## config.mk

```make
export PLATFORM = sky130hd
export DESIGN_NAME = rgb_to_hsv_converter
export DESIGN_NICKNAME = d
export VERILOG_FILES = /design/src/sv/r2h_pkg.sv /design/src/sv/r2h_front.sv /design/src/sv/r2h_fifo.sv /design/src/sv/r2h_back.sv /design/src/sv/rgb_to_hsv_converter.sv
export VERILOG_INCLUDE_DIRS = /design/src /design/src/sv
export SDC_FILE = /design/constraint.sdc
export NUM_CORES = 1
export LEC_CHECK = 0
export BUFFER_PORTS_ARGS = -buffer_cell sky130_fd_sc_hd__buf_4
export CORE_ASPECT_RATIO = 1.75
export CORE_MARGIN = 10
export CORE_UTILIZATION = 64
export DETAILED_ROUTE_END_ITERATION = 8
export GPL_TIMING_DRIVEN = 0
export PLACE_DENSITY = 0.79
export SLEW_MARGIN = 10
export SYNTH_ARGS = -nofsm -noshare
export SYNTH_HDL_FRONTEND = slang
export SYNTH_SLANG_ARGS = --single-unit
export TNS_END_PERCENT = 1
```

## constraint.sdc

```tcl
create_clock -name clk -period 17.2 [get_ports clk]
set_input_delay 3.44 -clock clk [delete_from_list [all_inputs] [get_ports clk]]
set_output_delay 3.44 -clock clk [all_outputs]
set_load 0.01 [all_outputs]
```

## src/sv/rgb_to_hsv_converter_macros.svh

```systemverilog
// assertion macros for the rgb to hsv converter
`ifndef RGB_TO_HSV_CONVERTER_MACROS_SVH
`define RGB_TO_HSV_CONVERTER_MACROS_SVH

// property that holds on every edge outside reset
`define R2H_ASSERT(label, prop, msg) \
	label: assert property (@(posedge clk) disable iff (!arst_n) (prop)) else $error(msg);

// implication checked at the next edge
`define R2H_ASSERT_NEXT(label, ante, cons, msg) \
	label: assert property (@(posedge clk) disable iff (!arst_n) (ante) |=> (cons)) \
		else $error(msg);

`endif

```

## src/sv/r2h_pkg.sv

```systemverilog
package r2h_pkg;
	// hue sector offset in units of d (K)
	typedef enum logic [1:0] {
		SEC_RED_UP = 2'd0,
		SEC_RED_DN = 2'd1,
		SEC_GREEN  = 2'd2,
		SEC_BLUE   = 2'd3
	} sector_t;

	// classified item handed from front to back, n is two's complement
	typedef struct packed {
		logic [7:0] vmax;
		logic [7:0] d;
		logic [8:0] n;
		sector_t    sector;
		logic       gray;
		logic       last;
	} cls_t;

	localparam int unsigned DivSteps = 8;
endpackage

```

## src/sv/r2h_front.sv

```systemverilog
// classifies a pixel: max, range, numerator and hue sector
module r2h_front (
	input  logic              clk,
	input  logic              arst_n,
	input  logic              valid,
	output logic              ready,
	input  logic [7:0]        red,
	input  logic [7:0]        green,
	input  logic [7:0]        blue,
	input  logic              last_pixel,
	output logic              cls_valid,
	input  logic              cls_ready,
	output r2h_pkg::cls_t     cls
);
	r2h_pkg::cls_t c;
	logic [7:0] vmax, vmin;

	// max, min and sector with red then green priority
	always_comb begin
		vmax = (red > green) ? red : green;
		vmax = (vmax > blue) ? vmax : blue;
		vmin = (red < green) ? red : green;
		vmin = (vmin < blue) ? vmin : blue;
		c.vmax = vmax;
		c.d = vmax - vmin;
		c.gray = (vmax == vmin);
		c.last = last_pixel;
		// signed n of the sector, negative values wrap in nine bits
		if (vmax == red && green >= blue) begin
			c.sector = r2h_pkg::SEC_RED_UP;
			c.n = {1'b0, green} - {1'b0, blue};
		end else if (vmax == red) begin
			c.sector = r2h_pkg::SEC_RED_DN;
			c.n = {1'b0, green} - {1'b0, blue};
		end else if (vmax == green) begin
			c.sector = r2h_pkg::SEC_GREEN;
			c.n = {1'b0, blue} - {1'b0, red};
		end else begin
			c.sector = r2h_pkg::SEC_BLUE;
			c.n = {1'b0, red} - {1'b0, green};
		end
	end

	// output register
	assign ready = !cls_valid || cls_ready;
	always_ff @(posedge clk or negedge arst_n) begin
		if (!arst_n) begin
			cls_valid <= 1'b0;
		end else if (ready) begin
			cls_valid <= valid;
		end
	end
	always_ff @(posedge clk) begin
		if (ready && valid) begin
			cls <= c;
		end
	end
endmodule

```

## src/sv/r2h_fifo.sv

```systemverilog
// short queue between front and back
module r2h_fifo #(
	parameter int unsigned DEPTH = 2
) (
	input  logic          clk,
	input  logic          arst_n,
	input  logic          in_valid,
	output logic          in_ready,
	input  r2h_pkg::cls_t in_data,
	output logic          out_valid,
	input  logic          out_ready,
	output r2h_pkg::cls_t out_data
);
	localparam int unsigned AW = (DEPTH > 1) ? $clog2(DEPTH) : 1;
	r2h_pkg::cls_t mem_q [DEPTH];
	logic [AW-1:0] wp_q, rp_q;
	logic [AW:0] cnt_q;
	logic push, pop;

	assign in_ready = (cnt_q != (AW+1)'(DEPTH));
	assign out_valid = (cnt_q != '0);
	assign out_data = mem_q[rp_q];
	assign push = in_valid && in_ready;
	assign pop = out_valid && out_ready;

	// pointers and fill count
	always_ff @(posedge clk or negedge arst_n) begin
		if (!arst_n) begin
			wp_q <= '0;
			rp_q <= '0;
			cnt_q <= '0;
		end else begin
			if (push) wp_q <= (wp_q == AW'(DEPTH-1)) ? '0 : wp_q + 1'b1;
			if (pop) rp_q <= (rp_q == AW'(DEPTH-1)) ? '0 : rp_q + 1'b1;
			cnt_q <= cnt_q + (AW+1)'(push) - (AW+1)'(pop);
		end
	end
	always_ff @(posedge clk) begin
		if (push) mem_q[wp_q] <= in_data;
	end
endmodule

```

## src/sv/r2h_back.sv

```systemverilog
// pipelined restoring dividers for saturation and hue
module r2h_back (
	input  logic          clk,
	input  logic          arst_n,
	input  logic          in_valid,
	output logic          in_ready,
	input  r2h_pkg::cls_t in_data,
	output logic          valid,
	input  logic          ready,
	output logic [7:0]    hue_out,
	output logic [7:0]    sat_out,
	output logic [7:0]    val_out,
	output logic          last_out
);
	localparam int unsigned NS = r2h_pkg::DivSteps;
	logic        adv;
	logic [10:0] n_ext;
	logic [10:0] num;
	logic        v_q;
	logic [16:0] hn_q;
	logic [15:0] sn_q;
	logic [8:0]  hd_q;
	logic [7:0]  sd_q, vm_q;
	logic        g_q, l_q;
	// per stage: remainders, quotients and carried fields
	logic        vv_s [NS+1];
	logic [16:0] hrem_s [NS+1];
	logic [15:0] srem_s [NS+1];
	logic [7:0]  hq_s [NS+1];
	logic [7:0]  sq_s [NS+1];
	logic [8:0]  hdd_s [NS+1];
	logic [7:0]  sdd_s [NS+1];
	logic [7:0]  vmm_s [NS+1];
	logic        gg_s [NS+1];
	logic        ll_s [NS+1];

	assign adv = !valid || ready;
	assign in_ready = adv;

	// hue numerator K*d + n, never negative and below 2048
	assign n_ext = {{2{in_data.n[8]}}, in_data.n};
	always_comb begin
		case (in_data.sector)
			r2h_pkg::SEC_RED_UP: num = n_ext;
			r2h_pkg::SEC_RED_DN: num = ({3'd0, in_data.d} * 11'd6) + n_ext;
			r2h_pkg::SEC_GREEN:  num = ({3'd0, in_data.d} << 1) + n_ext;
			default:             num = ({3'd0, in_data.d} << 2) + n_ext;
		endcase
	end

	// register after the multiply
	always_ff @(posedge clk or negedge arst_n) begin
		if (!arst_n) v_q <= 1'b0;
		else if (adv) v_q <= in_valid;
	end
	always_ff @(posedge clk) begin
		if (adv) begin
			hn_q <= {6'd0, num} * 17'd85;
			sn_q <= {8'd0, in_data.d} * 16'd255;
			hd_q <= {in_data.d, 1'b0};
			sd_q <= in_data.vmax;
			vm_q <= in_data.vmax;
			g_q <= in_data.gray;
			l_q <= in_data.last;
		end
	end

	assign hrem_s[0] = hn_q;
	assign srem_s[0] = sn_q;
	assign hq_s[0] = '0;
	assign sq_s[0] = '0;
	assign vv_s[0] = v_q;
	assign hdd_s[0] = hd_q;
	assign sdd_s[0] = sd_q;
	assign vmm_s[0] = vm_q;
	assign gg_s[0] = g_q;
	assign ll_s[0] = l_q;

	// long division, one quotient bit of each result per stage
	for (genvar k = 0; k < NS; k++) begin : g_div
		localparam int unsigned SH = NS - 1 - k;
		logic [16:0] hr;
		logic [15:0] sr;
		logic [7:0]  hq, sq;
		logic        v_r;
		logic [16:0] hr_r;
		logic [15:0] sr_r;
		logic [7:0]  hq_r, sq_r;
		logic [8:0]  hd_r;
		logic [7:0]  sd_r, vm_r;
		logic        g_r, l_r;
		// msb first compare and subtract
		always_comb begin
			hr = hrem_s[k];
			hq = hq_s[k];
			if (hr >= ({8'd0, hdd_s[k]} << SH)) begin
				hr = hr - ({8'd0, hdd_s[k]} << SH);
				hq[SH] = 1'b1;
			end
			sr = srem_s[k];
			sq = sq_s[k];
			if (sr >= ({8'd0, sdd_s[k]} << SH)) begin
				sr = sr - ({8'd0, sdd_s[k]} << SH);
				sq[SH] = 1'b1;
			end
		end
		always_ff @(posedge clk or negedge arst_n) begin
			if (!arst_n) v_r <= 1'b0;
			else if (adv) v_r <= vv_s[k];
		end
		always_ff @(posedge clk) begin
			if (adv) begin
				hr_r <= hr; hq_r <= hq; sr_r <= sr; sq_r <= sq;
				hd_r <= hdd_s[k]; sd_r <= sdd_s[k]; vm_r <= vmm_s[k];
				g_r <= gg_s[k]; l_r <= ll_s[k];
			end
		end
		assign vv_s[k+1] = v_r;
		assign hrem_s[k+1] = hr_r;
		assign hq_s[k+1] = hq_r;
		assign srem_s[k+1] = sr_r;
		assign sq_s[k+1] = sq_r;
		assign hdd_s[k+1] = hd_r;
		assign sdd_s[k+1] = sd_r;
		assign vmm_s[k+1] = vm_r;
		assign gg_s[k+1] = g_r;
		assign ll_s[k+1] = l_r;
	end

	assign valid = vv_s[NS];
	assign hue_out = gg_s[NS] ? 8'd0 : hq_s[NS];
	assign sat_out = gg_s[NS] ? 8'd0 : sq_s[NS];
	assign val_out = vmm_s[NS];
	assign last_out = ll_s[NS];

	// remainders of the last stage are not needed
	logic unused;
	assign unused = ^{hrem_s[NS], srem_s[NS], hdd_s[NS], sdd_s[NS]};
endmodule

```

## src/sv/rgb_to_hsv_converter.sv

```systemverilog
// RGB to HSV converter, 8 bits per channel. A front stage registers max, range
// and hue sector; a two-entry queue decouples it from a back pipeline of one
// multiply stage and eight restoring-divide stages. One pixel is accepted per
// clock when the output is taken every clock; a stalled output holds the whole back
// pipeline. Black and gray pixels give hue and saturation 0. last_out follows
// its pixel.
module rgb_to_hsv_converter #(
	parameter int unsigned QDEPTH = 2
) (
	input  logic       clk,
	input  logic       arst_n,
	input  logic       valid,
	output logic       ready,
	input  logic [7:0] red,
	input  logic [7:0] green,
	input  logic [7:0] blue,
	input  logic       last_pixel,
	output logic       out_valid,
	input  logic       out_ready,
	output logic [7:0] hue_out,
	output logic [7:0] sat_out,
	output logic [7:0] val_out,
	output logic       last_out
);
`include "rgb_to_hsv_converter_macros.svh"
	r2h_pkg::cls_t f_cls, q_cls;
	logic f_v, f_r, q_v, q_r;

	r2h_front u_front (
		.clk, .arst_n, .valid, .ready, .red, .green, .blue, .last_pixel,
		.cls_valid(f_v), .cls_ready(f_r), .cls(f_cls)
	);
	r2h_fifo #(.DEPTH(QDEPTH)) u_fifo (
		.clk, .arst_n, .in_valid(f_v), .in_ready(f_r), .in_data(f_cls),
		.out_valid(q_v), .out_ready(q_r), .out_data(q_cls)
	);
	r2h_back u_back (
		.clk, .arst_n, .in_valid(q_v), .in_ready(q_r), .in_data(q_cls),
		.valid(out_valid), .ready(out_ready), .hue_out, .sat_out, .val_out,
		.last_out
	);

	// assertions
	`R2H_ASSERT(a_hue_range, !out_valid || hue_out != 8'd255, "hue out of range")
	`R2H_ASSERT(a_sat_black, !out_valid || val_out != '0 || sat_out == '0, "black has sat")
	`R2H_ASSERT_NEXT(a_hold, out_valid && !out_ready, out_valid, "result dropped")
endmodule

```

Word level (Yosys, flattened, before mapping)
Memory sizes are Yosys's and may differ from the RTL's.
Cells that the tools add are included.
{"block": "op_classes", "mux": 30, "eq_ne": 6, "mul": 3, "n_lt_le_gt_ge": 21, "n_addsub": 25, "reduce_logical": 11}
{"op": "2-to-1 mux 17 bit", "n": 7}
{"op": "2-to-1 mux 16 bit", "n": 7}
{"op": "2-to-1 mux 8 bit", "n": 6}
{"op": "2-to-1 mux 11 bit", "n": 3}
{"op": "case mux 11 bit (3 select lines)", "n": 1}
{"op": "subtractor 8 x 8 -> 9 bit", "n": 3}
{"op": "== test 8 bit", "n": 3}
{"op": ">= comparator 17 x 10 -> 1 bit", "n": 1}
{"op": ">= comparator 17 x 11 -> 1 bit", "n": 1}
{"op": ">= comparator 17 x 12 -> 1 bit", "n": 1}
{"op": ">= comparator 17 x 13 -> 1 bit", "n": 1}
{"op": ">= comparator 17 x 14 -> 1 bit", "n": 1}
{"op": ">= comparator 17 x 15 -> 1 bit", "n": 1}
{"op": ">= comparator 17 x 16 -> 1 bit", "n": 1}
{"op": ">= comparator 17 x 9 -> 1 bit", "n": 1}
{"op": "multiplier 11 x 7 -> 17 bit (second input constant)", "n": 1}
{"op": "subtractor 17 x 10 -> 17 bit", "n": 1}
{"op": "subtractor 17 x 11 -> 17 bit", "n": 1}
{"op": "subtractor 17 x 12 -> 17 bit", "n": 1}
{"op": "subtractor 17 x 13 -> 17 bit", "n": 1}
{"op": "subtractor 17 x 14 -> 17 bit", "n": 1}
{"op": "subtractor 17 x 15 -> 17 bit", "n": 1}
{"op": "subtractor 17 x 16 -> 17 bit", "n": 1}
{"op": ">= comparator 16 x 10 -> 1 bit", "n": 1}
{"op": "other kinds (36)", "n": 49}
{"block": "word_totals", "mem_bits_rw": 58, "n_memories": 1, "output_inout_bits": 27, "ff_bits": 533}
{"name": "u_fifo.mem_q", "words": 2, "word_bits": 29, "read_ports": 1, "rd_clocked_by_memory_dff": 0, "wr": 1, "line_no": "r2h_fifo.sv:15", "source": "r2h_pkg::cls_t mem_q [DEPTH];"}

Depth between registers and ports, before layout
{"block": "depth", "ltp_word": 8, "mapped_depth": 34, "depth_no_buf": 30}

Cells and area by module
From an unflattened synthesis, not the netlist that was laid out.
{"block": "hier_totals", "cells_unflattened": 2714, "hier_area_um2": 33201.8}
{"module": "r2h_back", "seq_area_each_um2": 14699.1, "n_inst": 1, "area_per_inst_um2": 27013.4, "cells_per_inst": 2188}
{"module": "r2h_front", "seq_area_each_um2": 895.9, "n_inst": 1, "area_per_inst_um2": 3886.2, "cells_per_inst": 414}
{"module": "r2h_fifo", "seq_area_each_um2": 1841.8, "n_inst": 1, "area_per_inst_um2": 2302.2, "cells_per_inst": 112}

Least setup slack after synthesis
OpenSTA, ideal clock, no wires.
{"block": "synth_timing", "path_type": "input port to flip-flop", "startpoint": "input port out_ready", "endpoint": "register u_fifo.cnt_q[1]", "stages": 9, "setup_ns": 0.080, "arrival_ns": 18.791, "path_buffers": 1, "path_slack_ns": -1.671, "cell_sequence": "nand2b_1 -> clkbuf_1 -> inv_1 -> nor2_1 -> ha_1 -> inv_1 -> ha_1 -> xnor2_1 -> xnor2_1"}
{"block": "synth_via", "elab_chain_len": 3}
{"item": "start: declaration", "line_no": "rgb_to_hsv_converter.sv:19", "source": "input logic out_ready,"}
{"item": "logical OR 1 bit", "line_no": "r2h_back.sv:37", "source": "assign adv = !valid || ready;"}
{"item": "logical AND 1 bit", "line_no": "r2h_fifo.sv:24", "source": "assign pop = out_valid && out_ready;"}
{"item": "via u_fifo.pop", "line_no": "r2h_fifo.sv:18", "source": "logic push, pop;"}
{"item": "subtractor 2 x 1 -> 2 bit", "line_no": "r2h_fifo.sv:35", "source": "cnt_q <= cnt_q + (AW+1)'(push) - (AW+1)'(pop);"}
{"item": "end signal: assignment", "line_no": "r2h_fifo.sv:35"}
{"item": "end: declaration", "line_no": "r2h_fifo.sv:17", "source": "logic [AW:0] cnt_q;"}
The timed path passes the listed nets, and every way through them passes these cells.
A chain may end at the register's enable or synchronous reset.

==> metrics.md <==
| Metric | Value |
|---|---|
| DRT Pass-1 Iters | 5 |
| Share of the synthesized area in the top cell type | 0.528 |
| Vias per std cell | 5.76 |
| Synth area leader | edfxtp_1 |
| Hold buffers post-CTS | 0 |
| Most common cell in the synthesized netlist | edfxtp_1 |
| Final setup fails | 0 |
| Die area | 60,300 um^2 |
| Initial antenna violation count | 0 |
| First-pass GRT wire length | 103,000 um |
| Yosys cell types | 73 |
| Crit Path Class | reg2reg |
| H-tree levels | 2 |
| Final Cycle Share | 0.584 |
| Max_slew headroom | 0.167 |
| Min cycle time layout | ~10 ns |
| YS warnings | 0 |
| CTS sink cnt | around 580 |
| # diodes | 0 |
| Routability cong. | around 0.95 |
| Final #Nets | 3,167 |
| Synth cell count leaders | 569 x edfxtp_1, 334 x inv_1, 279 x ha_1, 168 x nor2_1, 154 x nand2_1 |
| Worst setup SP type | flop |
| Clock-pin slew on the worst setup and hold paths | roughly 0.070 ns |
| Fmax | ~100 MHz |
| Synth async-reset ratio | 0.0240 |
| Worst Hold Class | reg2reg |
| Tot GR Track Use | 0.212 |
| Routed len/inst | 18.4 um |
| Area Overhead vs Synth | 9.43% |
| Clock buffer count from CTS | 49 |
| Clock root cell | clkbuf_16 |
| Number of global-route vias before repair | around 21,000 |
| Maxcap violations | 0 |
| Run status | finished clean |
| Largest net degree at the start of global routing | roughly 120 |
| Total gr overflow | 0 |
| Synthesized cell area | 32,400 um^2 |
| Core Region | ~50,000 um^2 |
| Mapped Nets | between 3,000 and 4,000 |
| Post-cts repair resize count | 0 |
| Max clock buf depth | 3 |
| Routed wire length | about 65,000 um |
| Sequential share of the synthesized area | 0.539 |
| CP most frequent cell | inv_1 |
| Routed Antenna Nets | 0 |
| Hold WS | ~0.42 ns |
| TNS Setup | 0 ns |
| Main flop type after synthesis | edfxtp_1 |
| Highest net fanout along the worst path | 10 |
| Fin. max-slew vios | 0 |
| Port Buffers | 55 |
| Least-Margin Pin Slew | roughly 1.2 ns |
| RSZ-0062 raised after global routing | false |
| Flops & latches, synth | between 500 and 600 |
| Critical Path End Type | flop |
| Synth area leaders | edfxtp_1 53%, ha_1 11%, fa_1 4.0% |
| DRC errors left | 0 |
| Slowest-stage cell, CP | a2111oi_0 |
| Cell row count | 109 |
| Mean Syn Cell Area | around 12 um^2 |
| Initial Utilization | 0.643 |
| Critical Path AT | 10.33 ns |
| Post-CTS setup repair buffer count | 0 |
| Final Hold Vio Count | 0 |
| Hpwl dp | around 50,000 um |
| Final Non-Filler Cells | 3,499 |
| Vias | 20,200 |
| Mapped Cells | 2,684 |
| Crit-path max cell delay | around 0.63 ns |
| Top-level port count | between 50 and 60 |
| Detailed Route Iter0 Violations | roughly 1,100 |
| Setup Skew | between 0.015 and 0.02 ns |
| Share of cells above drive strength 1 | 0.0748 |
| Dpl cells | between 3,000 and 4,000 |
| Die Ht | between 300 and 400 um |
| Worst skew pair latency | roughly 0.59 ns |
| CTS tree | built |
| Required time worst endpoint | about 17 ns |
| EDFF count, synth | approximately 570 |
| Die X-Extent | ~190 um |
-- logic make-up (layout without fill, tap and decap cells) --
logic type,count (synthesis),in the layout,share of synthesized area
AO/OA/AOI/OAI,489,489,0.0939
XOR/XNOR,200,200,0.0541
adder cells (fa/ha/maj),344,344,0.148
buffers and inverters,368,517,0.0428
flip-flops,583,583,0.539
multiplexers,88,88,0.0294
AND/OR/NAND/NOR,612,612,0.0934
-- through the flow --
stage / instance area, um^2 / worst slack, ns / util
6_report: 35400 / 7.16 / 0.704
2_1_floorplan: 32400 / 6.01 / -
3_3_place_gp: 33600 / 3.99 / 0.668
4_1_cts: 35400 / 7.06 / 0.704
3_5_place_dp: 33800 / 7.01 / 0.671
5_1_grt: 35400 / 6.58 / 0.704
-- per-layer routing --
layer,up-vias,global-route usage,routed length (um)
met3,200,0.0246,1890
met5,-,0,0
li1,9804,-,-
met1,9708,0.175,20200
met4,0,0.135,4060
met2,458,0.442,38400
-- final timing paths --
path                                         start                 endpoint  slack [ns]  cells past startpoint
min                        u_back.g_div[6].hq_r[4]  u_back.g_div[7].hq_r[4]        0.42                      0
max in group asynchronous                   arst_n      u_back.g_div[3].v_r       14.34                      1
min reg2reg                u_back.g_div[6].hq_r[4]  u_back.g_div[7].hq_r[4]        0.42                      0
max reg2reg                            u_fifo.rp_q          u_back.hn_q[16]        7.16                     31
min in group asynchronous                   arst_n        u_front.cls_valid        2.68                      1
max                                    u_fifo.rp_q          u_back.hn_q[16]        7.16                     31
-- cells in the final DEF (no fill, tap or decap), types with 30 or more instances in the layout --
cell	count
nor3_1	38
fa_1	65
mux2_2	44
a21o_1	47
nand2b_1	41
xnor2_1	121
nand2_1	154
nor2b_1	70
ha_1	279
inv_1	334
nor2_1	167
xor2_1	79
clkbuf_16	52
o21ai_0	143
clkbuf_1	30
a21oi_1	142
mux2i_1	42
edfxtp_1	569
buf_4	55
-- final cells by class --
type                    count  area (um^2)
multi-input cells        1733        13600
fillers                  3313        14900
plain buffers              33          138
clock inverters            36          369
flip-flops and latches    583        17400
inverters                 335         1260
repair buffers             59          523
well taps                 666          833
clock buffers              54         1310
-- sequential cells by signal, summed over array words and instances (netlist names), 7 cells and up --
signal	count
u_back.g_div.hr_r	119
u_back.g_div.sr_r	112
u_fifo.mem_q	58
u_back.g_div.hd_r	49
u_back.g_div.hq_r	36
u_back.g_div.sq_r	36
u_back.g_div.sd_r	32
u_front.cls	29
u_back.g_div.vm_r	24
u_back.hn_q	17
u_back.sn_q	16
u_back.g_div.g_r	8
u_back.val_out	8
u_back.vm_q	8
u_back.g_div.l_r	7
u_back.g_div.v_r	7
u_back.hd_q	7
-- critical path: cells and delay by family, from the launching register on --
| family | cells | cell delay [ns] |
|---|---|---|
| mux | 1 | 0.57 |
| fa+ha+maj | 7 | 2.52 |
| buf+inv | 10 | 2.75 |
| flops | 1 | 0.42 |
| compound gates | 7 | 2.17 |
| xor+xnor | 4 | 0.72 |
| simple gates | 2 | 0.54 |
Power is left out: the tool's default activity adds up to more than one toggle a clock period on the data nets, which glitch-free logic cannot reach.
